--- src/rtl/core/hce_pkg.sv ---
// Shared types, constants and helpers for the Hill cipher encryptor.
`timescale 1ns / 1ps
package hce_pkg;

  localparam int MAX_KEY    = 10;
  localparam int KEY_DEPTH  = MAX_KEY * MAX_KEY;
  localparam int KEY_AW     = $clog2(KEY_DEPTH);
  localparam int IDX_W      = 4;
  localparam int LET_W      = 5;
  localparam int PROD_W     = 2 * LET_W;
  localparam int ALPHABET   = 26;
  // floor(x * RECIP_26 / 2^RECIP_SH) == floor(x / 26) for x < 1024
  localparam int RECIP_26   = 2521;
  localparam int RECIP_SH   = 16;
  localparam logic [LET_W-1:0] PAD_LETTER = 5'd23;

  typedef enum logic {
    REQ_KEY    = 1'b0,
    REQ_LETTER = 1'b1
  } req_kind_t;

  typedef struct packed {
    logic             req_type;
    logic [3:0]       key_row;
    logic [3:0]       key_col;
    logic [LET_W-1:0] key_value;
    logic [LET_W-1:0] letter;
    logic             message_end;
  } in_item_t;

  typedef struct packed {
    logic [LET_W-1:0] cipher_letter;
    logic             last_of_block;
    logic             last_of_message;
  } out_item_t;

  typedef enum logic {
    CMD_KEY    = 1'b0,
    CMD_LETTER = 1'b1
  } cmd_kind_t;

  // addr: key store address for CMD_KEY, block slot for CMD_LETTER
  typedef struct packed {
    cmd_kind_t         kind;
    logic [KEY_AW-1:0] addr;
    logic [LET_W-1:0]  data;
    logic              emit;
    logic              msg_end;
  } cmd_t;

  typedef struct packed {
    logic full;
    logic empty;
  } q_stat_t;

  typedef enum logic [1:0] {
    ST_IDLE     = 2'd0,
    ST_ROW_WAIT = 2'd1,
    ST_ISSUE    = 2'd2
  } back_state_t;

  typedef struct packed {
    logic first;
    logic last_row;
    logic last_blk;
    logic msg_end;
  } mac_tag_t;

  // x mod 26 for x below 1024, by reciprocal multiply
  function automatic logic [LET_W-1:0] mod26(input logic [PROD_W-1:0] x);
    logic [RECIP_SH+PROD_W-1:0] p;
    logic [PROD_W-1:0]          q;
    logic [PROD_W-1:0]          r;
    p = {{RECIP_SH{1'b0}}, x} * (RECIP_SH + PROD_W)'(RECIP_26);
    q = PROD_W'(p >> RECIP_SH);
    r = x - PROD_W'(q * PROD_W'(ALPHABET));
    return r[LET_W-1:0];
  endfunction

endpackage

--- src/rtl/core/hce_ram.sv ---
// Generic single-write, single-read RAM with registered read data.
`timescale 1ns / 1ps
module hce_ram #(
  parameter int WIDTH = 8,
  parameter int DEPTH = 16
) (
  input  logic                     clk,
  input  logic                     we,
  input  logic [$clog2(DEPTH)-1:0] waddr,
  input  logic [WIDTH-1:0]         wdata,
  input  logic [$clog2(DEPTH)-1:0] raddr,
  output logic [WIDTH-1:0]         rdata
);

  logic [WIDTH-1:0] mem [DEPTH];

  always_ff @(posedge clk) begin
    if (we) begin
      mem[waddr] <= wdata;
    end
    rdata <= mem[raddr];
  end

endmodule

--- src/rtl/core/hce_front.sv ---
// Front end: accepts input beats, tracks block fill, emits commands.
`timescale 1ns / 1ps
module hce_front (
  input  logic              clk,
  input  logic              rst_n,
  input  logic              in_valid,
  output logic              in_stall,
  input  hce_pkg::in_item_t in_data,
  input  logic [3:0]        eff_size,
  input  logic              q_full,
  output logic              push,
  output hce_pkg::cmd_t     push_cmd
);
  import hce_pkg::*;

  logic [IDX_W-1:0] fill_r;
  logic [IDX_W-1:0] fill_nxt;
  logic             accept;
  logic [IDX_W:0]   fill_inc;
  logic             key_ok;
  logic [7:0]       key_addr;
  logic             emit;

  assign in_stall = q_full;
  assign accept   = in_valid && !q_full;
  assign fill_inc = {1'b0, fill_r} + (IDX_W+1)'(1);
  assign key_ok   = (in_data.key_row < 4'(MAX_KEY)) && (in_data.key_col < 4'(MAX_KEY));
  assign key_addr = {4'b0, in_data.key_row} * 8'(MAX_KEY) + {4'b0, in_data.key_col};
  assign emit     = (fill_inc >= {1'b0, eff_size}) || in_data.message_end;

  always_comb begin
    push_cmd = '0;
    push     = 1'b0;
    fill_nxt = fill_r;
    if (in_data.req_type == REQ_KEY) begin
      push_cmd.kind = CMD_KEY;
      push_cmd.addr = key_addr[KEY_AW-1:0];
      push_cmd.data = in_data.key_value;
      push          = accept && key_ok;
    end else begin
      push_cmd.kind    = CMD_LETTER;
      push_cmd.addr    = KEY_AW'(fill_r);
      push_cmd.data    = in_data.letter;
      push_cmd.emit    = emit;
      push_cmd.msg_end = in_data.message_end;
      push             = accept;
      if (accept) begin
        fill_nxt = emit ? '0 : fill_inc[IDX_W-1:0];
      end
    end
  end

  always_ff @(posedge clk) begin
    if (!rst_n) begin
      fill_r <= '0;
    end else begin
      fill_r <= fill_nxt;
    end
  end

endmodule

--- src/rtl/core/hce_queue.sv ---
// Two-entry command queue between front and back.
`timescale 1ns / 1ps
module hce_queue (
  input  logic              clk,
  input  logic              rst_n,
  input  logic              push,
  input  hce_pkg::cmd_t     push_cmd,
  input  logic              pop,
  output hce_pkg::cmd_t     head,
  output hce_pkg::q_stat_t  stat
);
  import hce_pkg::*;

  cmd_t       mem_r [2];
  logic       wr_ptr_r;
  logic       rd_ptr_r;
  logic [1:0] cnt_r;

  assign head       = mem_r[rd_ptr_r];
  assign stat.full  = (cnt_r == 2'd2);
  assign stat.empty = (cnt_r == 2'd0);

  always_ff @(posedge clk) begin
    if (push) begin
      mem_r[wr_ptr_r] <= push_cmd;
    end
  end

  always_ff @(posedge clk) begin
    if (!rst_n) begin
      wr_ptr_r <= 1'b0;
      rd_ptr_r <= 1'b0;
      cnt_r    <= 2'd0;
    end else begin
      if (push) begin
        wr_ptr_r <= !wr_ptr_r;
      end
      if (pop) begin
        rd_ptr_r <= !rd_ptr_r;
      end
      cnt_r <= cnt_r + 2'(push) - 2'(pop);
    end
  end

endmodule

--- src/rtl/core/hce_back.sv ---
// Back end: key store, block buffer and serial multiply-accumulate.
`timescale 1ns / 1ps
module hce_back (
  input  logic               clk,
  input  logic               rst_n,
  input  logic [3:0]         eff_size,
  input  hce_pkg::cmd_t      head,
  input  hce_pkg::q_stat_t   q_stat,
  output logic               pop,
  output logic               out_valid,
  input  logic               out_stall,
  output hce_pkg::out_item_t out_data
);
  import hce_pkg::*;

  back_state_t       st_r;
  back_state_t       st_nxt;
  logic [IDX_W-1:0]  j_r;
  logic [IDX_W-1:0]  k_r;
  logic [IDX_W-1:0]  pad_r;
  logic              end_r;
  logic [LET_W-1:0]  buf_r [MAX_KEY];

  logic              s1_vld_r;
  logic [LET_W-1:0]  s1_b_r;
  mac_tag_t          s1_tag_r;
  logic              s2_vld_r;
  logic [PROD_W-1:0] prod_r;
  mac_tag_t          s2_tag_r;
  logic [LET_W-1:0]  acc_r;
  logic [LET_W-1:0]  acc_nxt;
  logic [PROD_W-1:0] acc_sum;
  logic              out_valid_r;
  out_item_t         out_r;

  logic              ram_we;
  logic              buf_we;
  logic              start_blk;
  logic              issue;
  logic              row_end;
  logic              pipe_empty;
  logic [IDX_W-1:0]  n_m1;
  logic [7:0]        rd_addr_w;
  logic [LET_W-1:0]  key_rd;
  logic [LET_W-1:0]  blk_val;

  assign n_m1       = eff_size - 4'd1;
  assign row_end    = (k_r == n_m1);
  assign pipe_empty = !s1_vld_r && !s2_vld_r;
  assign rd_addr_w  = {4'b0, j_r} * 8'(MAX_KEY) + {4'b0, k_r};
  assign blk_val    = (k_r >= pad_r) ? PAD_LETTER : buf_r[k_r];

  hce_ram #(
    .WIDTH (LET_W),
    .DEPTH (KEY_DEPTH)
  ) u_key_ram (
    .clk   (clk),
    .we    (ram_we),
    .waddr (head.addr),
    .wdata (head.data),
    .raddr (rd_addr_w[KEY_AW-1:0]),
    .rdata (key_rd)
  );

  // next state
  always_comb begin
    st_nxt = st_r;
    case (st_r)
      ST_IDLE: begin
        if (!q_stat.empty && head.kind == CMD_LETTER && head.emit) begin
          st_nxt = ST_ROW_WAIT;
        end
      end
      ST_ROW_WAIT: begin
        if (pipe_empty) begin
          if (j_r == eff_size) begin
            st_nxt = ST_IDLE;
          end else if (!out_valid_r) begin
            st_nxt = ST_ISSUE;
          end
        end
      end
      ST_ISSUE: begin
        if (row_end) begin
          st_nxt = ST_ROW_WAIT;
        end
      end
      default: st_nxt = ST_IDLE;
    endcase
  end

  // state outputs
  always_comb begin
    pop       = 1'b0;
    ram_we    = 1'b0;
    buf_we    = 1'b0;
    start_blk = 1'b0;
    issue     = 1'b0;
    case (st_r)
      ST_IDLE: begin
        pop       = !q_stat.empty;
        ram_we    = pop && (head.kind == CMD_KEY);
        buf_we    = pop && (head.kind == CMD_LETTER) &&
                    (head.addr < KEY_AW'(MAX_KEY));
        start_blk = pop && (head.kind == CMD_LETTER) && head.emit;
      end
      ST_ROW_WAIT: begin
      end
      ST_ISSUE: begin
        issue = 1'b1;
      end
      default: begin
      end
    endcase
  end

  assign acc_sum = (s2_tag_r.first ? PROD_W'(0) : PROD_W'(acc_r)) + prod_r;
  assign acc_nxt = mod26(acc_sum);

  always_ff @(posedge clk) begin
    if (buf_we) begin
      buf_r[head.addr[IDX_W-1:0]] <= head.data;
    end
    if (start_blk) begin
      pad_r <= head.addr[IDX_W-1:0] + IDX_W'(1);
      end_r <= head.msg_end;
    end
    s1_b_r            <= blk_val;
    s1_tag_r.first    <= (k_r == '0);
    s1_tag_r.last_row <= row_end;
    s1_tag_r.last_blk <= (j_r == n_m1);
    s1_tag_r.msg_end  <= end_r;
    prod_r            <= PROD_W'(key_rd) * PROD_W'(s1_b_r);
    s2_tag_r          <= s1_tag_r;
    if (s2_vld_r) begin
      acc_r <= acc_nxt;
    end
    if (s2_vld_r && s2_tag_r.last_row) begin
      out_r.cipher_letter   <= acc_nxt;
      out_r.last_of_block   <= s2_tag_r.last_blk;
      out_r.last_of_message <= s2_tag_r.last_blk && s2_tag_r.msg_end;
    end
  end

  always_ff @(posedge clk) begin
    if (!rst_n) begin
      st_r        <= ST_IDLE;
      j_r         <= '0;
      k_r         <= '0;
      s1_vld_r    <= 1'b0;
      s2_vld_r    <= 1'b0;
      out_valid_r <= 1'b0;
    end else begin
      st_r     <= st_nxt;
      s1_vld_r <= issue;
      s2_vld_r <= s1_vld_r;
      if (start_blk) begin
        j_r <= '0;
        k_r <= '0;
      end else if (issue) begin
        if (row_end) begin
          k_r <= '0;
          j_r <= j_r + IDX_W'(1);
        end else begin
          k_r <= k_r + IDX_W'(1);
        end
      end
      if (s2_vld_r && s2_tag_r.last_row) begin
        out_valid_r <= 1'b1;
      end else if (out_valid_r && !out_stall) begin
        out_valid_r <= 1'b0;
      end
    end
  end

  assign out_valid = out_valid_r;
  assign out_data  = out_r;

endmodule

--- src/rtl/core/hill_cipher_encrypt.sv ---
// Top level of the Hill cipher encryptor: config register, front, queue, back.
`timescale 1ns / 1ps
// Hill cipher encryptor over letters 0..25. Input beats either write one key
// entry (row, col, value) or deliver one plaintext letter; once key_size
// letters are in (or message_end arrives, padding the rest with 'X' = 23) the
// block emits key_size cipher letters, row j being sum_k key[j][k]*p[k] mod 26.
// The input takes a beat whenever the command queue is not full, and the back
// end pops key writes and letters while it is idle. A block starts once its
// closing letter leaves the queue, and its rows are computed by the single
// multiply-accumulate unit and the one read port of the key RAM, one key entry
// per cycle within a row; between rows the back end waits for the pipeline to
// drain and for the previous cipher letter to be taken. A two-beat command
// queue lets the input take up to two beats while a block is being computed.
// The user must write key_size through cfg_* only while the block is idle; the
// block itself does not enforce this. 0 acts as 1 and values above 10 act as
// 10. Key writes outside 10x10 are dropped.
module hill_cipher_encrypt (
  input  logic               clk,
  input  logic               rst_n,
  input  logic               in_valid,
  output logic               in_stall,
  input  hce_pkg::in_item_t  in_data,
  output logic               out_valid,
  input  logic               out_stall,
  output hce_pkg::out_item_t out_data,
  input  logic               cfg_valid,
  output logic               cfg_ready,
  input  logic [3:0]         cfg_data
);
  import hce_pkg::*;

  logic [3:0] key_size_r;
  logic [3:0] eff_size;
  logic       push;
  cmd_t       push_cmd;
  cmd_t       head;
  q_stat_t    q_stat;
  logic       pop;

  // config register, always ready
  assign cfg_ready = 1'b1;

  always_ff @(posedge clk) begin
    if (!rst_n) begin
      key_size_r <= 4'd2;
    end else if (cfg_valid && cfg_ready) begin
      key_size_r <= cfg_data;
    end
  end

  // clamp to 1..MAX_KEY
  always_comb begin
    if (key_size_r == 4'd0) begin
      eff_size = 4'd1;
    end else if (key_size_r > 4'(MAX_KEY)) begin
      eff_size = 4'(MAX_KEY);
    end else begin
      eff_size = key_size_r;
    end
  end

  hce_front u_front (
    .clk      (clk),
    .rst_n    (rst_n),
    .in_valid (in_valid),
    .in_stall (in_stall),
    .in_data  (in_data),
    .eff_size (eff_size),
    .q_full   (q_stat.full),
    .push     (push),
    .push_cmd (push_cmd)
  );

  hce_queue u_queue (
    .clk      (clk),
    .rst_n    (rst_n),
    .push     (push),
    .push_cmd (push_cmd),
    .pop      (pop),
    .head     (head),
    .stat     (q_stat)
  );

  hce_back u_back (
    .clk       (clk),
    .rst_n     (rst_n),
    .eff_size  (eff_size),
    .head      (head),
    .q_stat    (q_stat),
    .pop       (pop),
    .out_valid (out_valid),
    .out_stall (out_stall),
    .out_data  (out_data)
  );

  // cipher letters are always reduced
  a_letter_range: assert property (@(posedge clk) disable iff (!rst_n)
    out_valid |-> out_data.cipher_letter < 5'(ALPHABET))
    else $error("cipher letter out of range");

  // message end only on the closing letter of a block
  a_end_on_block: assert property (@(posedge clk) disable iff (!rst_n)
    out_valid && out_data.last_of_message |-> out_data.last_of_block)
    else $error("last_of_message without last_of_block");

  // no pop from an empty queue
  a_pop_nonempty: assert property (@(posedge clk) disable iff (!rst_n)
    pop |-> !q_stat.empty)
    else $error("pop from empty queue");

  // reset leaves no result pending
  a_reset_clear: assert property (@(posedge clk)
    !rst_n |=> !out_valid)
    else $error("result valid after reset");

endmodule
--- config.mk ---
export PLATFORM = sky130hd
export DESIGN_NAME = hill_cipher_encrypt
export DESIGN_NICKNAME = d
export VERILOG_FILES = /design/src/rtl/core/hce_pkg.sv /design/src/rtl/core/hce_ram.sv /design/src/rtl/core/hce_front.sv /design/src/rtl/core/hce_queue.sv /design/src/rtl/core/hce_back.sv /design/src/rtl/core/hill_cipher_encrypt.sv
export SDC_FILE = /design/constraint.sdc
export NUM_CORES = 1
export LEC_CHECK = 0
export BUFFER_PORTS_ARGS = -buffer_cell sky130_fd_sc_hd__buf_2
export CORE_UTILIZATION = 25
export DETAILED_ROUTE_END_ITERATION = 16
export HOLD_SLACK_MARGIN = 0.1
export PLACE_DENSITY = 0.51
export SLEW_MARGIN = 10
export SYNTH_ARGS = -nofsm -noshare
export SYNTH_HDL_FRONTEND = slang
export SYNTH_SLANG_ARGS = --single-unit
--- constraint.sdc ---
create_clock -name clk -period 7.5 [get_ports clk]
set_clock_uncertainty 0.05 [all_clocks]
set_input_delay 1.125 -clock clk [delete_from_list [all_inputs] [get_ports clk]]
set_output_delay 1.125 -clock clk [all_outputs]
set_load 0.01 [all_outputs]
==> key figures <==
Routing
  • Final WL: 64.21 mm
  • Vias per inst: 4.388
  • Antenna Nets Post-Route: 0
  • Iter 0 DRT Violations: 963
  • Vias post-DR: 15000
  • DR WL/cell: 18.78 µm
  • Pre-antenna DRT Iters: 7
  • DRC: 0

Cells and area
  • Commonest non-fill, non-tap cells in the layout: edfxtp_1 (597), nor2_1 (162), mux4_2 (150)
  • Fraction of layout cells with a size suffix above 1: 21.66%
  • Final std cells w/o fill: 3419
  • Diodes inserted: 0
  • Area growth from synthesis to layout: 16.59%
  • Fin area: 33920 µm²
  • Nets: 2043
  • Most common cell after layout, fill and taps aside: edfxtp_1

Run status
  • Status: finished clean

Clock network
  • H-tree levels: 3
  • Clk pin slew, worst setup/hold paths: 70 ps
  • Worst skew pair latency: 610 ps
  • CTS Hold Bufs: 0
  • Root Buffer: clkbuf_16
  • Longest Clk Path Bufs: 3
  • TritonCTS clock tree: yes
  • Clk sinks: 651
  • Total CTS buffers: 73

Place
  • Cell Area, Placed: 31230 µm²
  • Dpl ws: -181.1 ps
  • Gp weighted congestion: 0.7693
  • I/O Buffers: 37
  • Placed cell count: 3281
  • HPWL after DPL: 41.17 mm

Setup path
  • CP Class: reg2reg
  • Crit. Startpoint: u_back.acc_r[0]$_DFFE_PP_
  • Worst-path fanout max: 7
  • FF-to-FF Start: u_back.acc_r[0]$_DFFE_PP_
  • CP Launch Type: flip-flop
  • Critical Path Max Stage Delay: 530 ps
  • Worst r2r path cells: 35
  • CP endpoint: u_back.acc_r[4]$_DFFE_PP_
  • FF-to-FF End: u_back.acc_r[4]$_DFFE_PP_
  • Max stage delay cell, worst path: fa_1
  • CP Capture Type: flip-flop
  • Reg2reg setup slack: 290 ps
  • Critical path arrival: 7520 ps
  • Crit path required time: 7810 ps

Synth
  • Synth Cell Area: 29090 µm²
  • Average cell area after synthesis: 16.51 µm²
  • Top_reg_cell synth: edfxtp_1
  • Async set or reset register ratio after synthesis: 0%
  • EDFF count, synth: 597
  • Yosys cell types: 54
  • Synth area leader: edfxtp_1
  • Share of the synthesized area in the top cell type: 61.63%
  • Ys Warns: 0
  • Register area share after synthesis: 65.34%
  • Syn Nets: 1951
  • Synthesized flop and latch total: 651
  • Mapped Cells: 1762
  • Synth top area cells: edfxtp_1 (62%), mux4_2 (12%), ha_1 (5.0%)

Global routing
  • Vias in the first global route: 16330
  • Gr ovfl total: 0
  • Initial antenna violation count: 0
  • Largest net degree at the start of global routing: 96
  • Global-route wire length before repair: 99.56 mm
  • Total track usage: 11.06%

Job
  • Max-cap violations: 0

Timing
  • Slew @ Worst Pin: 1092 ps
  • Final setup violating endpoints: 0
  • Final Critical Period: 7205 ps
  • Slew Limit Fails: 0
  • Final Hold Viols: 0
  • Final Cycle Share: 96.07%
  • Hold Slack: 274.6 ps
  • Max Fclk: 138.8 MHz
  • Slew margin rel.: 27.02%
  • Final worst setup slack: 294.9 ps

Die
  • Die X: 343.1 µm
  • Core area: 114800 µm²
  • Die area: 117700 µm²
  • I/O pins: 39
  • Die span in y: 343.1 µm
  • Std-Cell Rows: 124
  • Initial Util: 25.34%

Min path
  • Hold Crit Class: reg2reg
-- registers in the layout (all words and copies together) (netlist names), 2 cells and up, named ones only --
name	cells
u_back.u_key_ram.mem	500
u_back.buf_r	50
u_queue.mem_r	30
u_back.prod_r	10
u_back.out_data	7
u_back.acc_r	5
u_back.s1_b_r	5
u_back.u_key_ram.rdata	5
key_size_r	4
u_back.j_r	4
u_back.k_r	4
u_back.pad_r	4
u_back.s1_tag_r	4
u_back.s2_tag_r	4
u_front.fill_r	4
u_back.st_r	2
u_queue.cnt_r	2
-- worst max-delay path: cells and delay by family, from the launching register on --
kind | cells | cell delay [ps]
buffers and inverters | 5 | 540
AO/OA/AOI/OAI | 7 | 1110
adder cells (fa/ha/maj) | 9 | 2750
XOR/XNOR | 9 | 1520
AND/OR/NAND/NOR | 5 | 640
flip-flops | 1 | 340
-- metal layers --
metal	vias to the layer above	GRT usage, %	share of wire [%]
met5	-	0	0
li1	6877	-	-
met2	258	19.12	51
met3	95	1.900	4.0
met4	0	3.556	2.4
met1	7773	13.99	43
-- cell usage after synthesis (all sizes together) (2+ instances only) --
| master | n |
|---|---|
| edfxtp | 597 |
| nor2 | 162 |
| mux4 | 150 |
| ha | 117 |
| inv | 98 |
| nand2 | 91 |
| dfxtp | 54 |
| fa | 43 |
| a21oi | 41 |
| o21ai | 41 |
| and2 | 38 |
| xnor2 | 38 |
| buf | 37 |
| clkbuf | 34 |
| mux2 | 33 |
| nand3 | 24 |
| xor2 | 23 |
| nor2b | 22 |
| mux2i | 19 |
| o22ai | 13 |
| a31oi | 12 |
| a21o | 11 |
| nor3 | 10 |
| nand2b | 9 |
| and3 | 7 |
| nand4 | 5 |
| a32o | 4 |
| o21bai | 4 |
| nor3b | 3 |
| a211oi | 2 |
| nand3b | 2 |
| o21a | 2 |
| o31ai | 2 |
-- final cells by class --
type | instances | area, µm²
repair buffers | 88 | 593.1
well taps | 1512 | 1892
fillers | 11310 | 80890
multi-input cells | 942 | 9697
flip-flops and latches | 651 | 19010
clock inverters | 34 | 439.2
clock buffers | 94 | 1916
inverters | 98 | 367.9
-- how the worst min path moves through the flow --
stage                                    start                    endpoint  slack [ps]  depth (start not counted)
global route        u_back.s1_tag_r[2]$_DFF_P_  u_back.s2_tag_r[2]$_DFF_P_         290                          0
CTS                 u_back.s1_tag_r[1]$_DFF_P_  u_back.s2_tag_r[1]$_DFF_P_         280                          0
floorplan           u_back.s1_tag_r[0]$_DFF_P_  u_back.s2_tag_r[0]$_DFF_P_         260                          0
finish              u_back.s1_tag_r[1]$_DFF_P_  u_back.s2_tag_r[1]$_DFF_P_         270                          0
global placement    u_back.s1_tag_r[1]$_DFF_P_  u_back.s2_tag_r[1]$_DFF_P_         260                          0
detailed placement  u_back.s1_tag_r[1]$_DFF_P_  u_back.s2_tag_r[1]$_DFF_P_         260                          0
-- timing repair --
| item | 4_1_cts | 5_1_grt |
|---|---|---|
| setup endpoints to repair | 2 | 2 |
| cloned | 0 | 0 |
| gates resized for setup | 8 | 33 |
| setup buffers | 2 | 8 |
| pin swaps | 13 | 28 |
-- kinds of logic (layout without fill, tap and decap cells) --
logic type	count (synthesis)	count (layout)	share of synthesized area [%]
fa+ha+maj	160	160	7.991
compound gates	140	140	2.865
xor+xnor	62	62	1.940
simple gates	377	377	5.828
buf+inv	169	314	2.477
mux	202	202	13.54
flops	651	651	65.34
other cells	1	1	0.01289
-- per-stage QoR --
step           setup TNS (ps)  utilization [%]
6_report                    0            29.54
5_1_grt                -46.76            29.54
4_1_cts                     0            29.29
3_5_place_dp           -362.2            27.20
3_3_place_gp           -215.4            27.20
2_1_floorplan               0                -
Power is not shown: default switching activity piles up to over one toggle a cycle in this logic, so the estimate is an artifact.
